## config.mk

```make
export PLATFORM = sky130hd
export DESIGN_NAME = http_response_header_parser_flat
export DESIGN_NICKNAME = d
export VERILOG_FILES = /design/src/hw/rtl/hrhp_pkg.sv /design/src/hw/rtl/hrhp_ifs.sv /design/src/hw/rtl/hrhp_front.sv /design/src/hw/rtl/hrhp_queue.sv /design/src/hw/rtl/hrhp_back.sv /design/src/hw/rtl/http_response_header_parser.sv /design/src/flat_wrapper.sv
export SDC_FILE = /design/constraint.sdc
export NUM_CORES = 1
export LEC_CHECK = 0
export BUFFER_PORTS_ARGS = -buffer_cell sky130_fd_sc_hd__buf_2
export CORE_ASPECT_RATIO = 0.7
export CORE_MARGIN = 2
export CORE_UTILIZATION = 30
export DETAILED_ROUTE_END_ITERATION = 10
export SYNTH_ARGS = -nofsm -noshare
export SYNTH_HDL_FRONTEND = slang
export SYNTH_SLANG_ARGS = --single-unit
```

## constraint.sdc

```tcl
create_clock -name clk -period 17.91 [get_ports clk]
set_clock_uncertainty 0.05 [all_clocks]
set_input_delay 2.6865 -clock clk [delete_from_list [all_inputs] [get_ports clk]]
set_output_delay 2.6865 -clock clk [all_outputs]
set_load 0.005 [all_outputs]
```

## src/hw/rtl/hrhp_pkg.sv

```systemverilog
package hrhp_pkg;

  localparam int LENGTH_BITS_DEF = 32;
  localparam int OUT_LEN_BITS    = 32;

  localparam logic [7:0] CHAR_CR = 8'h0D;
  localparam logic [7:0] CHAR_LF = 8'h0A;

  localparam int KEY_LEN = 15;
  localparam logic [4:0] SUB_BLANKS  = 5'd15;
  localparam logic [4:0] SUB_DIGITS  = 5'd16;
  localparam logic [4:0] SUB_STOPPED = 5'd17;

  localparam logic [4:0] STATUS_MIN_LEN = 5'd13;
  localparam logic [4:0] LINE_POS_MAX   = 5'd31;
  localparam logic [4:0] CODE_FIRST     = 5'd9;
  localparam logic [4:0] CODE_LAST      = 5'd11;

  localparam logic [23:0] CODE_200 = 24'h323030;
  localparam logic [23:0] CODE_301 = 24'h333031;
  localparam logic [23:0] CODE_302 = 24'h333032;

  localparam logic [1:0] PH_STATUS  = 2'd0;
  localparam logic [1:0] PH_HEADERS = 2'd1;
  localparam logic [1:0] PH_BODY    = 2'd2;

  localparam logic [1:0] LS_SEARCH = 2'd0;
  localparam logic [1:0] LS_SKIP   = 2'd1;
  localparam logic [1:0] LS_VALUE  = 2'd2;
  localparam logic [1:0] LS_FOUND  = 2'd3;

  localparam logic [1:0] KIND_OTHER = 2'd0;
  localparam logic [1:0] KIND_200   = 2'd1;
  localparam logic [1:0] KIND_301   = 2'd2;
  localparam logic [1:0] KIND_302   = 2'd3;

  localparam logic [1:0] ERR_NONE      = 2'd0;
  localparam logic [1:0] ERR_BARE_CR   = 2'd1;
  localparam logic [1:0] ERR_NO_LENGTH = 2'd2;
  localparam logic [1:0] ERR_TRUNCATED = 2'd3;

  typedef struct packed {
    logic [7:0]         data_byte;
    logic               new_response;
    logic               last_byte;
    logic               is_cr;
    logic               is_lf;
    logic               is_digit;
    logic               is_blank;
    logic [3:0]         digit;
    logic [KEY_LEN-1:0] key_hit;
  } class_t;

  function automatic logic [7:0] keyword_char(input logic [3:0] idx);
    logic [7:0] c;
    case (idx)
      4'd0:    c = "c";
      4'd1:    c = "o";
      4'd2:    c = "n";
      4'd3:    c = "t";
      4'd4:    c = "e";
      4'd5:    c = "n";
      4'd6:    c = "t";
      4'd7:    c = "-";
      4'd8:    c = "l";
      4'd9:    c = "e";
      4'd10:   c = "n";
      4'd11:   c = "g";
      4'd12:   c = "t";
      4'd13:   c = "h";
      4'd14:   c = ":";
      default: c = 8'h00;
    endcase
    return c;
  endfunction

endpackage

```

## src/hw/rtl/hrhp_ifs.sv

```systemverilog
interface hrhp_byte_if;
  logic       valid;
  logic       ready;
  logic [7:0] data_byte;
  logic       new_response;
  logic       last_byte;

  modport source(output valid, data_byte, new_response, last_byte, input ready);
  modport sink(input valid, data_byte, new_response, last_byte, output ready);
endinterface

interface hrhp_result_if;
  logic        valid;
  logic        ready;
  logic [1:0]  status_kind;
  logic        length_found;
  logic [31:0] length_value;
  logic        headers_done;
  logic        body_complete;
  logic [1:0]  error_code;

  modport source(output valid, status_kind, length_found, length_value, headers_done,
                 body_complete, error_code, input ready);
  modport sink(input valid, status_kind, length_found, length_value, headers_done,
               body_complete, error_code, output ready);
endinterface

```

## src/hw/rtl/hrhp_front.sv

```systemverilog
module hrhp_front (
  hrhp_byte_if.sink        stream,
  input  logic             full,
  output logic             push,
  output hrhp_pkg::class_t push_item
);
  import hrhp_pkg::*;

  logic [7:0] lower;

  assign stream.ready = !full;
  assign push         = stream.valid && !full;

  assign lower = (stream.data_byte >= "A" && stream.data_byte <= "Z") ?
                 stream.data_byte + 8'd32 : stream.data_byte;

  always_comb begin
    push_item.data_byte    = stream.data_byte;
    push_item.new_response = stream.new_response;
    push_item.last_byte    = stream.last_byte;
    push_item.is_cr        = stream.data_byte == CHAR_CR;
    push_item.is_lf        = stream.data_byte == CHAR_LF;
    push_item.is_digit     = stream.data_byte >= "0" && stream.data_byte <= "9";
    push_item.is_blank     = stream.data_byte == 8'h20 || stream.data_byte == 8'h09 ||
                             stream.data_byte == 8'h0B || stream.data_byte == 8'h0C;
    push_item.digit        = 4'(stream.data_byte - "0");
    for (int i = 0; i < KEY_LEN; i++) begin
      push_item.key_hit[i] = lower == keyword_char(4'(i));
    end
  end

endmodule

```

## src/hw/rtl/hrhp_queue.sv

```systemverilog
module hrhp_queue (
  input  logic             clk,
  input  logic             rst,
  input  logic             push,
  input  hrhp_pkg::class_t push_item,
  output logic             full,
  input  logic             pop,
  output hrhp_pkg::class_t head,
  output logic             nonempty
);
  import hrhp_pkg::*;

  class_t     slots [2];
  logic       wr_ptr;
  logic       rd_ptr;
  logic [1:0] count;

  assign full     = count == 2'd2;
  assign nonempty = count != 2'd0;
  assign head     = slots[rd_ptr];

  always_ff @(posedge clk) begin
    if (push) begin
      slots[wr_ptr] <= push_item;
    end
  end

  always_ff @(posedge clk) begin
    if (rst) begin
      wr_ptr <= 1'b0;
      rd_ptr <= 1'b0;
      count  <= 2'd0;
    end else begin
      if (push) wr_ptr <= !wr_ptr;
      if (pop) rd_ptr <= !rd_ptr;
      count <= count + 2'(push) - 2'(pop);
    end
  end

  a_no_overflow: assert property (@(posedge clk) disable iff (rst) !(push && full))
    else $error("queue written while full");
  a_no_underflow: assert property (@(posedge clk) disable iff (rst) !(pop && !nonempty))
    else $error("queue read while empty");
  a_count_track: assert property (@(posedge clk) disable iff (rst)
                                   (push && !pop) |=> count == $past(count) + 2'd1)
    else $error("queue count lost a transfer");

endmodule

```

## src/hw/rtl/hrhp_back.sv

```systemverilog
module hrhp_back #(
  parameter int LENGTH_BITS = hrhp_pkg::LENGTH_BITS_DEF
) (
  input  logic             clk,
  input  logic             rst,
  input  hrhp_pkg::class_t item,
  input  logic             nonempty,
  output logic             pop,
  hrhp_result_if.source    result
);
  import hrhp_pkg::*;

  localparam logic [LENGTH_BITS-1:0] LenMax = '1;

  logic [1:0]             phase, phase_next;
  logic [4:0]             line_pos, line_pos_next;
  logic [23:0]            code_digits, code_digits_next;
  logic [1:0]             status_class, status_class_next;
  logic                   pending_cr, pending_cr_next;
  logic [4:0]             key_count, key_count_next;
  logic [LENGTH_BITS-1:0] length_acc, length_acc_next;
  logic [1:0]             length_state, length_state_next;
  logic [1:0]             term_match, term_match_next;
  logic [LENGTH_BITS-1:0] body_count, body_count_next;
  logic [1:0]             error_flags, error_flags_next;
  logic                   ended;
  logic [LENGTH_BITS+3:0] acc_ext;
  logic [31:0]            len32;

  logic                   res_valid;
  logic [1:0]             res_kind;
  logic                   res_found;
  logic [31:0]            res_length;
  logic                   res_done;
  logic                   res_complete;
  logic [1:0]             res_error;

  assign pop = nonempty && (!res_valid || result.ready);

  always_comb begin
    if (item.new_response) begin
      phase_next        = PH_STATUS;
      line_pos_next     = '0;
      code_digits_next  = '0;
      status_class_next = KIND_OTHER;
      pending_cr_next   = 1'b0;
      key_count_next    = '0;
      length_acc_next   = '0;
      length_state_next = LS_SEARCH;
      term_match_next   = '0;
      body_count_next   = '0;
      error_flags_next  = ERR_NONE;
    end else begin
      phase_next        = phase;
      line_pos_next     = line_pos;
      code_digits_next  = code_digits;
      status_class_next = status_class;
      pending_cr_next   = pending_cr;
      key_count_next    = key_count;
      length_acc_next   = length_acc;
      length_state_next = length_state;
      term_match_next   = term_match;
      body_count_next   = body_count;
      error_flags_next  = error_flags;
    end
    ended   = 1'b0;
    acc_ext = ({4'b0, length_acc_next} << 3) + ({4'b0, length_acc_next} << 1) +
              (LENGTH_BITS + 4)'(item.digit);

    if (phase_next != PH_BODY) begin
      case (length_state_next)
        LS_SEARCH: begin
          if (key_count_next < 5'(KEY_LEN) && item.key_hit[key_count_next[3:0]]) begin
            key_count_next = key_count_next + 5'd1;
          end else begin
            key_count_next = item.key_hit[0] ? 5'd1 : 5'd0;
          end
          if (key_count_next >= 5'(KEY_LEN)) length_state_next = LS_SKIP;
        end
        LS_SKIP: begin
          if (item.is_cr || item.is_lf) begin
            length_state_next = LS_FOUND;
          end else begin
            length_state_next = LS_VALUE;
            key_count_next    = SUB_BLANKS;
          end
        end
        LS_VALUE: begin
          if (item.is_cr || item.is_lf) begin
            length_state_next = LS_FOUND;
          end else if (item.is_digit && key_count_next != SUB_STOPPED) begin
            length_acc_next = (acc_ext > {4'b0, LenMax}) ? LenMax : acc_ext[LENGTH_BITS-1:0];
            key_count_next  = SUB_DIGITS;
          end else if (!(item.is_blank && key_count_next == SUB_BLANKS)) begin
            key_count_next = SUB_STOPPED;
          end
        end
        default: begin
        end
      endcase

      if (term_match_next == 2'd3 && item.is_lf) begin
        term_match_next = 2'd0;
        ended           = 1'b1;
      end else if ((term_match_next == 2'd0 || term_match_next == 2'd2) && item.is_cr) begin
        term_match_next = term_match_next + 2'd1;
      end else if (term_match_next == 2'd1 && item.is_lf) begin
        term_match_next = 2'd2;
      end else begin
        term_match_next = item.is_cr ? 2'd1 : 2'd0;
      end

      if (phase_next == PH_STATUS) begin
        if (pending_cr_next) begin
          pending_cr_next   = 1'b0;
          phase_next        = PH_HEADERS;
          status_class_next = KIND_OTHER;
          if (item.is_lf) begin
            if (line_pos_next >= STATUS_MIN_LEN) begin
              if (code_digits_next == CODE_200) status_class_next = KIND_200;
              else if (code_digits_next == CODE_302) status_class_next = KIND_302;
              else if (code_digits_next == CODE_301) status_class_next = KIND_301;
            end
          end else if (error_flags_next == ERR_NONE) begin
            error_flags_next = ERR_BARE_CR;
          end
        end else if (item.is_cr) begin
          pending_cr_next = 1'b1;
        end else begin
          if (line_pos_next >= CODE_FIRST && line_pos_next <= CODE_LAST) begin
            code_digits_next = {code_digits_next[15:0], item.data_byte};
          end
          if (line_pos_next < LINE_POS_MAX) line_pos_next = line_pos_next + 5'd1;
        end
      end

      if (ended) begin
        phase_next = PH_BODY;
        if (length_state_next != LS_FOUND && error_flags_next == ERR_NONE) begin
          error_flags_next = ERR_NO_LENGTH;
        end
      end
    end else begin
      if (!(length_state_next == LS_FOUND && body_count_next == length_acc_next) &&
          body_count_next < LenMax) begin
        body_count_next = body_count_next + LENGTH_BITS'(1);
      end
    end

    if (item.last_byte && phase_next != PH_BODY && error_flags_next == ERR_NONE) begin
      error_flags_next = ERR_TRUNCATED;
    end
  end

  generate
    if (LENGTH_BITS > OUT_LEN_BITS) begin : g_sat
      assign len32 = (|length_acc_next[LENGTH_BITS-1:OUT_LEN_BITS]) ? '1 :
                     length_acc_next[OUT_LEN_BITS-1:0];
    end else begin : g_ext
      assign len32 = OUT_LEN_BITS'(length_acc_next);
    end
  endgenerate

  always_ff @(posedge clk) begin
    if (rst) begin
      phase        <= PH_STATUS;
      line_pos     <= '0;
      code_digits  <= '0;
      status_class <= KIND_OTHER;
      pending_cr   <= 1'b0;
      key_count    <= '0;
      length_acc   <= '0;
      length_state <= LS_SEARCH;
      term_match   <= '0;
      body_count   <= '0;
      error_flags  <= ERR_NONE;
      res_valid    <= 1'b0;
    end else begin
      if (pop) begin
        phase        <= phase_next;
        line_pos     <= line_pos_next;
        code_digits  <= code_digits_next;
        status_class <= status_class_next;
        pending_cr   <= pending_cr_next;
        key_count    <= key_count_next;
        length_acc   <= length_acc_next;
        length_state <= length_state_next;
        term_match   <= term_match_next;
        body_count   <= body_count_next;
        error_flags  <= error_flags_next;
        res_valid    <= 1'b1;
      end else if (result.ready) begin
        res_valid <= 1'b0;
      end
    end
  end

  always_ff @(posedge clk) begin
    if (pop) begin
      res_kind     <= status_class_next;
      res_found    <= length_state_next == LS_FOUND;
      res_length   <= len32;
      res_done     <= phase_next == PH_BODY;
      res_complete <= phase_next == PH_BODY && length_state_next == LS_FOUND &&
                      body_count_next == length_acc_next;
      res_error    <= error_flags_next;
    end
  end

  assign result.valid         = res_valid;
  assign result.status_kind   = res_kind;
  assign result.length_found  = res_found;
  assign result.length_value  = res_length;
  assign result.headers_done  = res_done;
  assign result.body_complete = res_complete;
  assign result.error_code    = res_error;

  a_body_bounded: assert property (@(posedge clk) disable iff (rst)
                                   (phase == PH_BODY && length_state == LS_FOUND) |->
                                   body_count <= length_acc)
    else $error("body count passed the length");
  a_term_idle: assert property (@(posedge clk) disable iff (rst)
                                phase == PH_BODY |-> (term_match == 2'd0 && !pending_cr))
    else $error("header matcher active in body");
  a_error_sticky: assert property (@(posedge clk) disable iff (rst)
                                   (error_flags != ERR_NONE && !(pop && item.new_response)) |=>
                                   error_flags == $past(error_flags))
    else $error("error code changed without a new response");
  a_result_held: assert property (@(posedge clk) disable iff (rst)
                                  (res_valid && !result.ready) |=> !$past(pop))
    else $error("result overwritten while stalled");

endmodule

```

## src/hw/rtl/http_response_header_parser.sv

```systemverilog
// A byte enters the queue slot; its result is registered when the back end pops it.
// Throughput: one byte per cycle while result.ready does not stall the back end.
// A two-entry queue separates byte classification from the state update.
// Reset (rst, synchronous, active high) clears all parse state, the queue and the result.
// A byte with new_response set clears parse state before it is processed.
module http_response_header_parser #(
  parameter int LENGTH_BITS = hrhp_pkg::LENGTH_BITS_DEF
) (
  input logic           clk,
  input logic           rst,
  hrhp_byte_if.sink     stream,
  hrhp_result_if.source result
);
  import hrhp_pkg::*;

  class_t push_item;
  class_t head;
  logic   push;
  logic   full;
  logic   pop;
  logic   nonempty;

  hrhp_front u_front (
    .stream    (stream),
    .full      (full),
    .push      (push),
    .push_item (push_item)
  );

  hrhp_queue u_queue (
    .clk       (clk),
    .rst       (rst),
    .push      (push),
    .push_item (push_item),
    .full      (full),
    .pop       (pop),
    .head      (head),
    .nonempty  (nonempty)
  );

  hrhp_back #(
    .LENGTH_BITS (LENGTH_BITS)
  ) u_back (
    .clk      (clk),
    .rst      (rst),
    .item     (head),
    .nonempty (nonempty),
    .pop      (pop),
    .result   (result)
  );

endmodule
```

## src/flat_wrapper.sv

```systemverilog
// flat-port wrapper written by rule: the top's interface ports become plain ports
module http_response_header_parser_flat import hrhp_pkg::*;
#(
  parameter int LENGTH_BITS = hrhp_pkg::LENGTH_BITS_DEF
)
  (clk, rst, stream_valid, stream_data_byte, stream_new_response, stream_last_byte, stream_ready, result_valid, result_status_kind, result_length_found, result_length_value, result_headers_done, result_body_complete, result_error_code, result_ready);
  hrhp_byte_if stream_i ();
  hrhp_result_if result_i ();
  input logic clk;
  input logic rst;
  input wire logic [$bits(stream_i.valid)-1:0] stream_valid;
  input wire logic [$bits(stream_i.data_byte)-1:0] stream_data_byte;
  input wire logic [$bits(stream_i.new_response)-1:0] stream_new_response;
  input wire logic [$bits(stream_i.last_byte)-1:0] stream_last_byte;
  output wire logic [$bits(stream_i.ready)-1:0] stream_ready;
  output wire logic [$bits(result_i.valid)-1:0] result_valid;
  output wire logic [$bits(result_i.status_kind)-1:0] result_status_kind;
  output wire logic [$bits(result_i.length_found)-1:0] result_length_found;
  output wire logic [$bits(result_i.length_value)-1:0] result_length_value;
  output wire logic [$bits(result_i.headers_done)-1:0] result_headers_done;
  output wire logic [$bits(result_i.body_complete)-1:0] result_body_complete;
  output wire logic [$bits(result_i.error_code)-1:0] result_error_code;
  input wire logic [$bits(result_i.ready)-1:0] result_ready;
  assign stream_i.valid = stream_valid;
  assign stream_i.data_byte = stream_data_byte;
  assign stream_i.new_response = stream_new_response;
  assign stream_i.last_byte = stream_last_byte;
  assign stream_ready = stream_i.ready;
  assign result_valid = result_i.valid;
  assign result_status_kind = result_i.status_kind;
  assign result_length_found = result_i.length_found;
  assign result_length_value = result_i.length_value;
  assign result_headers_done = result_i.headers_done;
  assign result_body_complete = result_i.body_complete;
  assign result_error_code = result_i.error_code;
  assign result_i.ready = result_ready;
  http_response_header_parser #(.LENGTH_BITS(LENGTH_BITS)) u_core (.clk(clk), .rst(rst), .stream(stream_i), .result(result_i));
endmodule
```

=== After elaboration in Yosys (flattened, before gate mapping) ===
Memories as Yosys holds them, arrays and structs flattened. A register that Yosys moved wholly into a read port is not among the register bits.
Index checks and enable logic that the tools add are counted.

* Order comparisons: 13
* Divide/modulo/power cells: 0
* $add $sub $neg: 10
* Equal/unequal tests: 35
* Reductions and logical operators: 37
* Bitwise logic cells: 0
* Shift operators: 0
* Multiplexer cells: 85
* $mul: 0

{| class="wikitable"
|+ Operators with widths
! cell !! number
|-
| $mux W32 || 9
|-
| $mux W24 || 6
|-
| $mux W5 || 15
|-
| $eq A24 B22 Y1 const B || 3
|-
| $mux W2 || 34
|-
| $eq A32 B32 Y1 || 2
|-
| $eq A8 B7 Y1 const B || 8
|-
| $eq A8 B4 Y1 const B || 5
|-
| $add A35 B33 Y36 || 1
|-
| $add A36 B4 Y36 || 1
|-
| $gt A36 B32 Y1 const B || 1
|-
| $add A32 B1 Y32 const B || 1
|-
| $lt A32 B32 Y1 const B || 1
|-
| $eq A8 B6 Y1 const B || 3
|-
| $logic_and A1 B1 Y1 || 18
|-
| $mux W1 || 17
|-
| $ge A5 B4 Y1 const B || 3
|-
| $pmux W5 S3 || 1
|-
| $eq A2 B2 Y1 const B || 7
|-
| $logic_not A2 Y1 || 6
|-
| $add A5 B1 Y5 const B || 2
|-
| $add A8 B6 Y8 const B || 1
|-
| $ge A8 B6 Y1 const B || 1
|-
| $ge A8 B7 Y1 const B || 1
|-
| 20 further kinds || 33
|}

* Register bits after elaboration: 153
* Output and inout bits: 41
* ROM bits: 0
* Memory bits (writable): 66
* Memories: 1
* Latch bits: 0

{| class="wikitable"
|+ Memories
! name !! depth !! width !! read ports !! clocked after Yosys merged registers in !! wr ports !! RTL line !! source
|-
| u_core.u_queue.slots || 2 || 33 || 1 || 1 || 1 || hrhp_queue.sv:13 || <nowiki>class_t slots [2];</nowiki>
|}

=== Depth between registers and ports, before layout ===
Gate-level depths: netlist (run 1).

* Word-level depth: 19
* Depth in mapped cells: 26
* Gate-level depth less buffers: 17

=== Modules after synthesis ===
From an unflattened synthesis (run 1), not the netlist that was laid out.

* Cell total of the unflattened synthesis: 1737
* Area total of the unflattened synthesis: 14846.7 sq um

{| class="wikitable"
|+ Modules (own cells, without submodules)
! module !! cells each !! area an instance (sq um) !! instances
|-
| hrhp_back || 1530 || 11557.3 || 1
|-
| hrhp_queue || 124 || 2756.4 || 1
|-
| hrhp_front || 83 || 533.0 || 1
|}

=== Worst setup path before layout (run 1) ===
Ideal clock, no wire load.

* Path type: register -> register
* From: reg with a tool-made name
* To: reg u_core.u_back.res_complete (netlist: u_core.u_back.result.body_complete) (data pin)
* Period minus slack after synthesis: 5.882 ns
* Library setup time: 0.176 ns
* Path slack: 12.028 ns
* Stages on the path, launching flop included: 24
* Buffers on the path: 7
* Arrival time: 5.656 ns
* Data required time: 17.684 ns
* Cells stage by stage: dfxtp_1 -> buf_6 -> mux2_4 -> buf_6 -> clkbuf_1 -> clkbuf_1 -> clkbuf_1 -> clkbuf_1 -> clkbuf_1 -> nor2_1 -> ha_1 -> fa_1 -> a211oi_1 -> o211ai_1 -> a21boi_1 -> o211ai_1 -> a211oi_1 -> or2_1 -> nand4_1 -> o31a_1 -> xor2_1 -> nor4_1 -> nand4b_1 -> nor4_1

{| class="wikitable"
|+ RTL lines
! element !! RTL line !! source
|-
| end signal, assigned || hrhp_back.sv:204 || <nowiki>res_complete <= phase_next == PH_BODY && length_state_next == LS_FOUND &&</nowiki>
|-
| end, declared || hrhp_back.sv:35 || <nowiki>logic res_complete;</nowiki>
|}

==> results of run 1 <==
## cells by family after synthesis
group	share of synthesized area (%)
XOR/XNOR	5.93
buffers and inverters	3.85
AO/OA/AOI/OAI	19.4
AND/OR/NAND/NOR	23.0
adder cells (fa/ha/maj)	7.32
multiplexers	3.38
flip-flops	37.1
## final cells by class
class | count | area [um2]
fillers | 4494 | 28800
multi-input cells | 1235 | 7840
flip-flops and latches | 202 | 4910
well taps | 594 | 743
clock buffers | 34 | 668
repair buffers | 67 | 383
inverters | 43 | 164
clock inverters | 6 | 82.6
## metrics by stage
step / util (%) / worst slack [ns] / hold WS, ns
6_report: 33.9 / 11.30 / 0.409
5_1_grt: 33.9 / 10.87 / 0.434
4_1_cts: 33.9 / 11.44 / 0.409
3_5_place_dp: 32.2 / 11.49 / 0.402
3_3_place_gp: 32.2 / 11.73 / 0.393
2_1_floorplan: - / 12.03 / 0.386
## worst max-delay path, cell delays in order, from the launching register on
cell and delay [ns]:
dfxtp_1 0.31, buf_4 0.39, mux2i_4 0.33, buf_12 0.35, and2_1 0.26, ha_1 0.26
ha_1 0.24, fa_1 0.45, a211oi_1 0.31, o211ai_1 0.26, a21boi_1 0.39, o211ai_1 0.22
a211oi_1 0.32, or2_1 0.16, and4b_1 0.81, a2bb2oi_1 0.26, xor2_1 0.24, nor4_1 0.33
nand4b_1 0.15, nor4_1 0.27
## power groups by stage
stage | Combinational [uW] | Clock [uW] | Sequential (uW)
finish | 440 | 478 | 600
global placement | 431 | 0 | 613
global route | 482 | 505 | 609
detailed placement | 438 | 0 | 611
CTS | 440 | 485 | 602
floorplan | 293 | 0 | 594
## sequential cells by signal, summed over array words and instances, names as in the netlist, 5 cells and up, named ones only
| register | cells |
|---|---|
| u_core.u_queue.slots | 48 |
| u_core.u_back.body_count | 32 |
| u_core.u_back.length_acc | 32 |
| u_core.u_back.result.length_value | 32 |
| u_core.u_back.code_digits | 24 |
| u_core.u_back.key_count | 5 |
| u_core.u_back.line_pos | 5 |
## synthesized netlist by cell type, drive strengths merged (6+ instances only)
cell type,instances
a211oi,18
a21o,15
a21oi,140
a22oi,34
a2bb2oi,19
a31oi,11
a41oi,6
and2,34
and3,18
buf,20
clkbuf,62
dfxtp,115
edfxtp,87
ha,75
inv,43
mux2,13
mux2i,23
nand2,226
nand2b,14
nand3,34
nand3b,6
nand4,27
nor2,159
nor2b,12
nor3,43
nor4,27
o211ai,11
o21ai,60
o22ai,10
o31a,7
or2,10
or3,6
xnor2,50
xor2,37
## routing by layer
layer | track usage [%] | wire (um)
met2 | 23.4 | 16500
met1 | 28.3 | 20100
met4 | 3.23 | 678
met5 | 0 | 0
met3 | 5.36 | 4570
## worst max-delay path by stage
stage	from	to	slack, ns
after CTS	register	u_core.u_back.result.body_complete	11.44
after detailed placement	register	u_core.u_back.result.body_complete	11.49
after floorplan	register	u_core.u_back.result.body_complete	12.03
after global routing	register	u_core.u_back.result.body_complete	10.87
after global placement	register	u_core.u_back.result.body_complete	11.73
final	register	u_core.u_back.result.body_complete	11.30
==> results.md, run 1 <==
* Row cnt at 64
* DRC at 0
* Net Sw Power at approximately 540 uW
* Max Fclk at between 0.15 and 0.2 GHz
* Hold path start: u_core.u_back.error_flags[1]
* Ys async rst share at 0%
* Netlist Area Pre-Place at between 0.01 and 0.015 mm2
* R2r worst-path depth at 19
* Synth area leaders: edfxtp_1 20%, dfxtp_1 17%, ha_1 7.1%
* Leak at around 0.0055 uW
* CP required at 18.20 ns
* Routed WL at approximately 42,000 um
* Final ANT Viol Nets at 0
* Max-cap check violation count at 0
* Core ar. at ~0.044 mm2
* Share of layout cells above drive strength 1 at a little under a tenth
* CP Data Arrival Time at 6.90 ns
* Die width at 255 um
* Skew-Pair Late Insertion Delay at roughly 0.53 ns
* Syn_area_per_cell at 8.47 um2
* Pwr dens at between 100 and 150 mW/mm2
* Fin. Hold Viols at 0
* Maximum fanout along the worst path at 98
* Number of global-route vias before repair at about 11,000
* Unrepaired setup endpoints after global routing: no
* Clock Pin Slew Worst Setup and Hold Paths at 0.06 ns
* Drt wl/cell at between 15 and 20 um
* Power share of the clock group at roughly a third
* Initial antenna violation count at 0
* Finished Layout Cells at 2,181
* Maximum root-to-sink buffer count at 3
* Post-synth cell types at slightly below 90
* #FFs+latches synth at 202
* Primary FF master, synth: dfxtp_1
* Via density at 5.57
* Critical path startpoint category: register
* Die Y at 180 um
* Pint at roughly 980 uW
* Most frequent cells in the layout: 226 x nand2_1, 157 x nor2_1, 140 x a21oi_1
* TritonRoute pass-1 iters at 5
* Switching Share at a little over a third
* All-Layer GR Usage at roughly 18%
* Actual slew at the worst max-slew pin at 1.15 ns
* Number of flops mapped to enable cells by yosys at 87
* DPL Wire Length at between 30,000 and 40,000 um
* Grt ovf at 0
* Inst Count DP at between 2,000 and 2,500
* CTS resizes at 0
* Reg2reg setup slack at about 11 ns
* CTS tree: built
* Overall power at between 1500 and 2000 uW
* CTS root buf: clkbuf_16
* H-Tree Depth at 1
* Die ar. at about 0.046 mm2
* Vias at 12,100
* Detailed Route Iter0 Violations at around 1,400
* Cts hold-fix bufs at 0
* Worst Setup End Kind: register
* Starting Density at about 30%
* Slew Limit Fails at 0
* Syn-to-layout area delta at 11.8%
* Ports at 55
* Maximum vdd drop at approximately 73 uV
* Hold Path Sink: u_core.u_back.error_flags[1]
* Post-Syn Nets at ~1,700
* Tmin final at ~6.6 ns
* # port buffers at 54
* RePlAce Congestion at around 0.94
* Register share of total power at 39.5%
* # clock sinks at 202
* Logic pwr share at 29.0%
* Count of final setup violators at 0
* Hold Crit Depth at 2
* Post-synthesis sequential area ratio at a little under two fifths
* TritonCTS Buffers at 22
* Reg-to-Reg End: u_core.u_back.result.body_complete
* Ant diodes at 0
* First-pass GRT wire length at approximately 65,000 um
* Commonest non-fill, non-tap cell in the layout: nand2_1
* Fin area at around 0.015 mm2
* Total Nets Final at roughly 1,700
* Post-synth top area share at around a fifth
* Setup_tns at 0 ns
* Post-DP Area at approximately 0.014 mm2
* Final worst-path cycle share at between 30% and 40%
* Max-slew headroom at ~23%
* Mapped Cells at 1,562
* Status: finished, final reports clean
* Leading area contributor after synthesis: edfxtp_1
* Synth warn at 0
* Min-delay worst type: reg -> reg
* Pin count of the biggest net entering global routing at around 100
* Kind of critical path: reg -> reg
* Post-CTS setup buffers at 0
(Power assumes the default switching activity.)
==> inputs of run 2 (changes only) <==
--- a/config.mk
+++ b/config.mk
@@ -5,6 +5,7 @@
 export SDC_FILE = /design/constraint.sdc
 export NUM_CORES = 1
 export LEC_CHECK = 0
+export ABC_AREA = 1
 export BUFFER_PORTS_ARGS = -buffer_cell sky130_fd_sc_hd__buf_2
 export CORE_ASPECT_RATIO = 0.7
 export CORE_MARGIN = 2
==> constraint.sdc (replaced) <==
create_clock -name clk -period 5.3 [get_ports clk]
set_clock_uncertainty 0.05 [all_clocks]
set_input_delay 0.795 -clock clk [delete_from_list [all_inputs] [get_ports clk]]
set_output_delay 0.795 -clock clk [all_outputs]
set_load 0.005 [all_outputs]
==> run 2 against run 1 <==
Effect of this change:
- die area increased by 15%
- synthesized cell count up 53%
- sequential power rose to 4.3 times the previous value
- cell area is 15% higher
- power grew to 5.9 times the previous value
- setup slack got worse by 11 ns
- worst hold slack worse by 0.033 ns
- critical endpoint unchanged
- largest power group is now combinational cells
==> results.md, run 2 <==
* Status: finished, final reports clean
* Grt ovf at 0 (unchanged)
* Reg2reg setup slack at 0.33 ns (-10.97 ns)
* Post-synth cell types at 52 (-42%)
* Final WS setup at 0.330 ns (-10.97 ns)
* Commonest non-fill, non-tap cell in the layout: nand2_1
* Top reg by flops: u_core.u_queue.slots
* Overall power at 9010 uW (+490%)
* Fin. Hold Viols at 0 (unchanged)
* CTS tree: built
* Count of final setup violators at 0 (unchanged)
* Post-DP Area at 0.0163 mm2 (+16%)
* Leading area contributor after synthesis: edfxtp_1
* RePlAce Congestion at 0.991 (+5.8%)
* Count leader, synth: nand2_1
* Final ANT Viol Nets at 0 (unchanged)
* # clock sinks at 202 (unchanged)
* Starting Density at 30.3% (-0.031 points)
* Row cnt at 69 (+7.8%)
* Worst Setup End Kind: register
* Fin area at 0.0171 mm2 (+15%)
* CP required at 5.64 ns (-12.56 ns)
* Setup_tns at 0 ns (unchanged)
* Primary FF master, synth: dfxtp_1
* # port buffers at 54 (unchanged)
* CP peak stage delay at 0.42 ns (-0.39 ns)
* Via density at 5.11 (-8.1%)
* CP dominant cell by count: nand2_1
* DRC at 0 (unchanged)
* # fillers at 5,569 (+24%)
* Synth warn at 0 (unchanged)
* Final worst-path cycle share at 93.8% (+57 points)
* CTS root buf: clkbuf_16
* Max reg flops at 48 (unchanged)
* Vias at 15,900 (+31%)
* Pwr dens at 527 mW/mm2 (+410%)
* Clock Pin Slew Worst Setup and Hold Paths at 0.07 ns (about the same)
* Max Fclk at 0.201 GHz (+33%)
* Post-synth top cells: 667 x nand2_1, 345 x inv_1, 290 x nor2_1
* Number of global-route vias before repair at 14,300 (+31%)
* Reg-to-Reg End: u_core.u_back.result.body_complete
* Kind of critical path: reg -> reg
* TritonRoute pass-1 iters at 5 (unchanged)
* Pin count of the biggest net entering global routing at 94 (-5.1%)
* Tmin final at 4.97 ns (-1.64 ns)
* Unrepaired setup endpoints after global routing: no
* Drt wl/cell at 17.5 um (-8.8%)
* Hold Path Sink: u_core.u_queue.slots[0][24]
* H-Tree Depth at 1 (unchanged)
* Total Nets Final at 2,507 (+51%)
* Area occupied by multi-input gates at 0.00871 mm2 (+11%)
* Post-synthesis sequential area ratio at 32.1% (-5.1 points)
* Detailed Route Iter0 Violations at 1,770 (+22%)
* First-pass GRT wire length at 82,400 um (+27%)
* Synth area leaders: edfxtp_1 17%, nand2_1 16%, dfxtp_1 15%
* Mapped Cells at 2,388 (+53%)
* Die width at 274 um (+7.5%)
* Max-cap check violation count at 0 (unchanged)
* Pre-CTS setup slack at 0.0268 ns (-11.47 ns)
* R2r worst-path depth at 29 (+10)
* Skew-Pair Late Insertion Delay at 0.56 ns (+0.03 ns)
* Leak at 0.00812 uW (+48%)
* Maximum fanout along the worst path at 23 (-77%)
* Routed WL at 54,300 um (+30%)
* DPL Wire Length at 42,100 um (+38%)
* All-Layer GR Usage at 20.1% (+2.2 points)
* Syn-to-layout area delta at 11.5%
* Core ar. at 0.0506 mm2 (+16%)
* CP Data Arrival Time at 5.31 ns (-1.59 ns)
* Max-slew headroom at 35.8% (+13 points)
* TritonCTS Buffers at 22 (unchanged)
* Syn_area_per_cell at 6.42 um2 (-24%)
* Ports at 55 (unchanged)
* Critical path startpoint category: register
* #FFs+latches synth at 202 (unchanged)
* Post-Syn Nets at 2,478 (+50%)
* Initial antenna violation count at 0 (unchanged)
* Die Y at 193 um (+7.4%)
* Most frequent cells in the layout: 666 x nand2_1, 344 x inv_1, 280 x nor2_1
* Min-delay worst type: in -> reg
* Fin util at 33.8% (-0.13 points)
* Slowest CP cell: dfxtp_2
* Actual slew at the worst max-slew pin at 0.963 ns (-0.191 ns)
* Number of flops mapped to enable cells by yosys at 87 (unchanged)
* Sequential cell area at 0.00492 mm2 (about the same)
* Maximum root-to-sink buffer count at 3 (unchanged)
* Die ar. at 0.0529 mm2 (+15%)
* Maximum vdd drop at 308 uV (+320%)
* Hold Crit Depth at 1 (-1)
* Netlist Area Pre-Place at 0.0153 mm2 (+16%)
* Slew Limit Fails at 0 (unchanged)
* Ant diodes at 0 (unchanged)
* Hold path start: stream_new_response
* Ys async rst share at 0% (unchanged)
* Share of layout cells above drive strength 1 at 7.81% (-1.3 points)
* Post-synth top area share at 17.0% (-2.7 points)
-- run 2: cell types whose count changed in the layout (fill, tap and decap cells not counted), sizes merged, moves of 22 or more --
| cell | previous run | this run |
|---|---|---|
| a22oi | 34 | 0 |
| nor2 | 159 | 306 |
| inv | 43 | 355 |
| and2 | 34 | 2 |
| o21ai | 60 | 153 |
| nand2 | 226 | 680 |
| nand4 | 27 | 53 |
| mux2i | 23 | 1 |
| xor2 | 37 | 11 |
| xnor2 | 50 | 6 |
| nand3 | 34 | 180 |
-- run 2: how the worst max path moves through the flow --
stage | from | endpoint | slack [ns] | depth (start not counted)
2_1_floorplan | register | u_core.u_back.result.body_complete | 0.51 | 34
3_3_place_gp | register | u_core.u_back.result.body_complete | 0.08 | 27
3_5_place_dp | register | u_core.u_back.result.body_complete | 0.03 | 27
4_1_cts | register | u_core.u_back.result.body_complete | 0.03 | 27
5_1_grt | register | u_core.u_back.result.body_complete | 0.02 | 29
6_report | register | u_core.u_back.result.body_complete | 0.33 | 29
-- run 2: kinds of logic after synthesis --
| logic type | Yosys count | share of synthesized area, % |
|---|---|---|
| DFF | 202 | 32.1 |
| and+or+nand+nor | 1286 | 36.1 |
| muxes | 1 | 0.0653 |
| buffers and inverters | 435 | 11.5 |
| xor gates and xnor gates | 17 | 0.971 |
| AOI/OAI and AO/OA | 371 | 13.1 |
| adders and majority gates | 76 | 6.25 |
-- run 2: cell type report --
cell class | instances | share of cell area [%]
Clock buffer | 24 | 3.27
Sequential cell | 202 | 28.8
Timing Repair Buffer | 83 | 3.05
Clock inverter | 16 | 1.16
Tap cell | 674 | 4.93
Inverter | 357 | 7.84
Multi-Input combinational cell | 1751 | 51.0
-- run 2: worst max-delay path, delay by kind of cell, from the launching register on --
family,cells,cell delay (ns)
buffers and inverters,4,0.74
AND/OR/NAND/NOR,23,2.93
adder cells (fa/ha/maj),2,0.65
flip-flops,1,0.42
-- run 2: timing repair --
item	CTS	global route
endpoints found under the setup margin	1	1
cloned	0	1
gates resized for setup	1	18
hold buffers	0	0
setup buffers	0	0
-- run 2: layer usage --
metal / global-route usage (%) / up-vias / part of all wire, %
li1: - / 7812 / -
met4: 4.95 / 0 / 2.6
met2: 29.8 / 642 / 40
met5: 0 / - / 0
met1: 29.6 / 7351 / 48
met3: 3.96 / 82 / 8.9
-- run 2: per-stage QoR --
stage / hold WS, ns / cells
floorplan: 0.376 / 2388
global placement: 0.391 / 3066
detailed placement: 0.406 / 3066
CTS: 0.349 / 3106
global route: 0.363 / 3107
finish: 0.375 / 3107
-- run 2: where the power goes --
part | internal [uW] | switching [uW] | total [uW]
registers | 2220 | 363 | 2580
clock network | 924 | 727 | 1650
logic | 1390 | 3400 | 4780
==> inputs of run 3 (changes only) <==
--- a/config.mk
+++ b/config.mk
@@ -13,4 +13,5 @@
 export DETAILED_ROUTE_END_ITERATION = 10
 export SYNTH_ARGS = -nofsm -noshare
 export SYNTH_HDL_FRONTEND = slang
+export SYNTH_HIERARCHICAL = 1
 export SYNTH_SLANG_ARGS = --single-unit
==> run 3 against run 2 <==
Effect of this change:
- critical path type unchanged
- sequential share of layout area grew 0.59 points
- global-route usage down 0.054 points
- largest power group unchanged
- synthesized area increased by 9.7%
- sequential power grew 4%
- highest routed layer unchanged
==> results.md, run 3 <==
* Status: finished, final reports clean
* Reg2reg setup slack at 0.37 ns (+0.04 ns)
* Routed WL at 59,200 um (+9.0%)
* Die ar. at 0.0580 mm2 (+9.6%)
* Tmin final at 4.93 ns (-0.0405 ns)
* Post-synth top area share at 18.7% (+1.7 points)
* #FFs+latches synth at 220 (+8.9%)
* CP peak stage delay at 0.46 ns (+0.04 ns)
* # port buffers at 54 (unchanged)
* Most frequent cells in the layout: 731 x nand2_1, 368 x inv_1, 319 x nor2_1
* Synth Area in Simple Gates at 33.4% (-2.6 points)
* Pre-CTS setup slack at 0.319 ns (+0.292 ns)
* Pwr dens at 502 mW/mm2 (-4.9%)
* Primary FF master, synth: dfxtp_1
* Min-delay worst type: in -> reg
* Final worst-path cycle share at 93.0% (-0.76 points)
* Buf+Inv Stages, Crit Path at 3 (-1)
* Compound-Gate Fraction of Synth Area at 12.1% (-0.98 points)
* Number of flops mapped to enable cells by yosys at 105 (+21%)
* H-Tree Depth at 1 (unchanged)
* Post-synth top cells: 732 x nand2_1, 369 x inv_1, 323 x nor2_1
* Clock Pin Slew Worst Setup and Hold Paths at 0.07 ns (about the same)
* First-pass GRT wire length at 90,300 um (+9.6%)
* Overall power at 9320 uW (+3.4%)
* Maximum fanout along the worst path at 26 (+13%)
* Xor and xnor fraction of the mapped netlist area at 1.09% (+0.12 points)
* Die Y at 202 um (+4.7%)
* All-Layer GR Usage at 20.0% (-0.054 points)
* Fin area at 0.0186 mm2 (+8.8%)
* Area share of fa/ha/maj cells after synthesis at 5.70% (-0.56 points)
* Initial antenna violation count at 1 (+1)
* Setup_tns at 0 ns (unchanged)
* Ports at 55 (unchanged)
* CTS root buf: clkbuf_16
* Sequential cell area at 0.00546 mm2 (+11%)
* CP dominant cell by count: nand2_1
* Drt wl/cell at 17.8 um (+1.6%)
* Netlist Area Pre-Place at 0.0168 mm2 (+9.7%)
* # fillers at 6,041 (+8.5%)
* Final ANT Viol Nets at 0 (unchanged)
* Top reg by flops: u_core/u_queue/slots
* Maximum root-to-sink buffer count at 3 (unchanged)
* Vias at 16,900 (+6.2%)
* Post-Syn Nets at 2,642 (+6.6%)
* Synth warn at 6 (+6)
* Row cnt at 72 (+4.3%)
* RePlAce Congestion at 1.06 (+7.0%)
* DPL Wire Length at 45,700 um (+8.6%)
* Delay-heaviest family, CP: simple AND/OR/NAND/NOR gates
* Leak at 0.00892 uW (+9.8%)
* WHS at 0.390 ns (+0.0147 ns)
* Starting Density at 30.4% (+0.11 points)
* Via density at 5.06 (-0.95%)
* Pin count of the biggest net entering global routing at 75 (-20%)
* Fin. Hold Viols at 0 (unchanged)
* Syn_area_per_cell at 6.59 um2 (+2.7%)
* # clock sinks at 220 (+8.9%)
* Core ar. at 0.0553 mm2 (+9.3%)
* CP Data Arrival Time at 5.30 ns (about the same)
* Post-synthesis sequential area ratio at 32.4% (+0.37 points)
* Critical path startpoint category: register
* Grt ovf at 0 (unchanged)
* Slowest CP cell: mux2_4
* Max-slew headroom at 31.7% (-4.1 points)
* Mux share of post-synthesis cell area at 2.88% (+2.8 points)
* Detailed Route Iter0 Violations at 2,076 (+17%)
* Maximum vdd drop at 290 uV (-5.7%)
* Worst Setup End Kind: register
* Max Fclk at 0.203 GHz (+0.82%)
* Kind of critical path: reg -> reg
* Synth area leaders: edfxtp_1 19%, nand2_1 16%, dfxtp_1 14%
* Mapped Cells at 2,552 (+6.9%)
* CP required at 5.67 ns (+0.03 ns)
* Max reg flops at 66 (+38%)
* CTS tree: built
* Share of layout cells above drive strength 1 at 9.26% (+1.5 points)
* Number of global-route vias before repair at 15,100 (+5.5%)
* Area occupied by multi-input gates at 0.00932 mm2 (+7.0%)
* Cts hold-fix bufs at 0 (unchanged)
* Die width at 287 um (+4.7%)
* TritonCTS Buffers at 23 (+4.5%)
* Count of final setup violators at 0 (unchanged)
* DRC at 0 (unchanged)
* Syn-to-layout area delta at 10.5%
* Main combinational cell family by area after synthesis: simple AND/OR/NAND/NOR gates
* Slew Limit Fails at 0 (unchanged)
* Commonest non-fill, non-tap cell in the layout: nand2_1
* Skew-Pair Late Insertion Delay at 0.57 ns (about the same)
* Count leader, synth: nand2_1
* Post-synth cell types at 55 (+5.8%)
* Ys async rst share at 0% (unchanged)
* Max-cap check violation count at 0 (unchanged)
* Final WS setup at 0.371 ns (+0.0405 ns)
* Total Nets Final at 2,664 (+6.3%)
* Actual slew at the worst max-slew pin at 1.02 ns (+0.0589 ns)
* Post-DP Area at 0.0178 mm2 (+9.3%)
* Leading area contributor after synthesis: edfxtp_1
* Unrepaired setup endpoints after global routing: no
* TritonRoute pass-1 iters at 5 (unchanged)
==> run 3: where the power goes <==
part	internal (uW)	total [uW]	leakage, uW	switching (uW)
registers	2410	2690	0.00194	285
logic	1450	4860	0.00659	3410
clock network	1020	1770	0.000387	751
==> run 3: area by class of cell <==
cell class / count / share of cell area (%)
Timing Repair Buffer: 96 / 3.26
Inverter: 392 / 7.96
Tap cell: 740 / 4.98
Sequential cell: 220 / 29.4
Multi-Input combinational cell: 1841 / 50.1
Clock inverter: 14 / 1.05
Clock buffer: 28 / 3.25
Antenna cell: 1 / 0.0135
==> run 3: worst paths after layout <==
path,to,cells past startpoint,start
setup reg to reg,u_core/u_back/result.body_complete,28,register
hold / removal,u_core/u_queue/slots[0][24],1,stream_new_response
hold reg to reg,u_core/u_back/key_count[3],2,u_core/u_back/key_count[3]
setup / recovery,u_core/u_back/result.body_complete,28,register
==> run 3: cell families (layout without fill, tap and decap cells) <==
logic type / after synthesis / after routing
adder cells (fa/ha/maj): 76 / 76
AO/OA/AOI/OAI: 367 / 367
other: 0 / 1
buffers and inverters: 491 / 530
AND/OR/NAND/NOR: 1344 / 1344
XOR/XNOR: 21 / 21
flip-flops: 220 / 220
multiplexers: 33 / 33
==> run 3: what timing repair did <==
action	CTS	global route
endpoints found under the setup margin	0	1
resized for setup	0	6
setup buffers	0	0
==> run 3: per-layer routing <==
metal  vias to the layer above  wire (um)  GRT usage, %
met5                         -          0             0
met4                         0       1370          3.96
met3                        92       7110          6.12
met2                       828      22700          27.4
met1                      7710      28000          30.4
li1                       8246          -             -
==> run 3: through the flow <==
| step | utilization (%) | std cells |
|---|---|---|
| after global routing | 33.6 | 3331 |
| after floorplan | - | 2552 |
| after detailed placement | 32.1 | 3289 |
| after CTS | 33.6 | 3331 |
| after global placement | 32.1 | 3289 |
| final | 33.6 | 3332 |
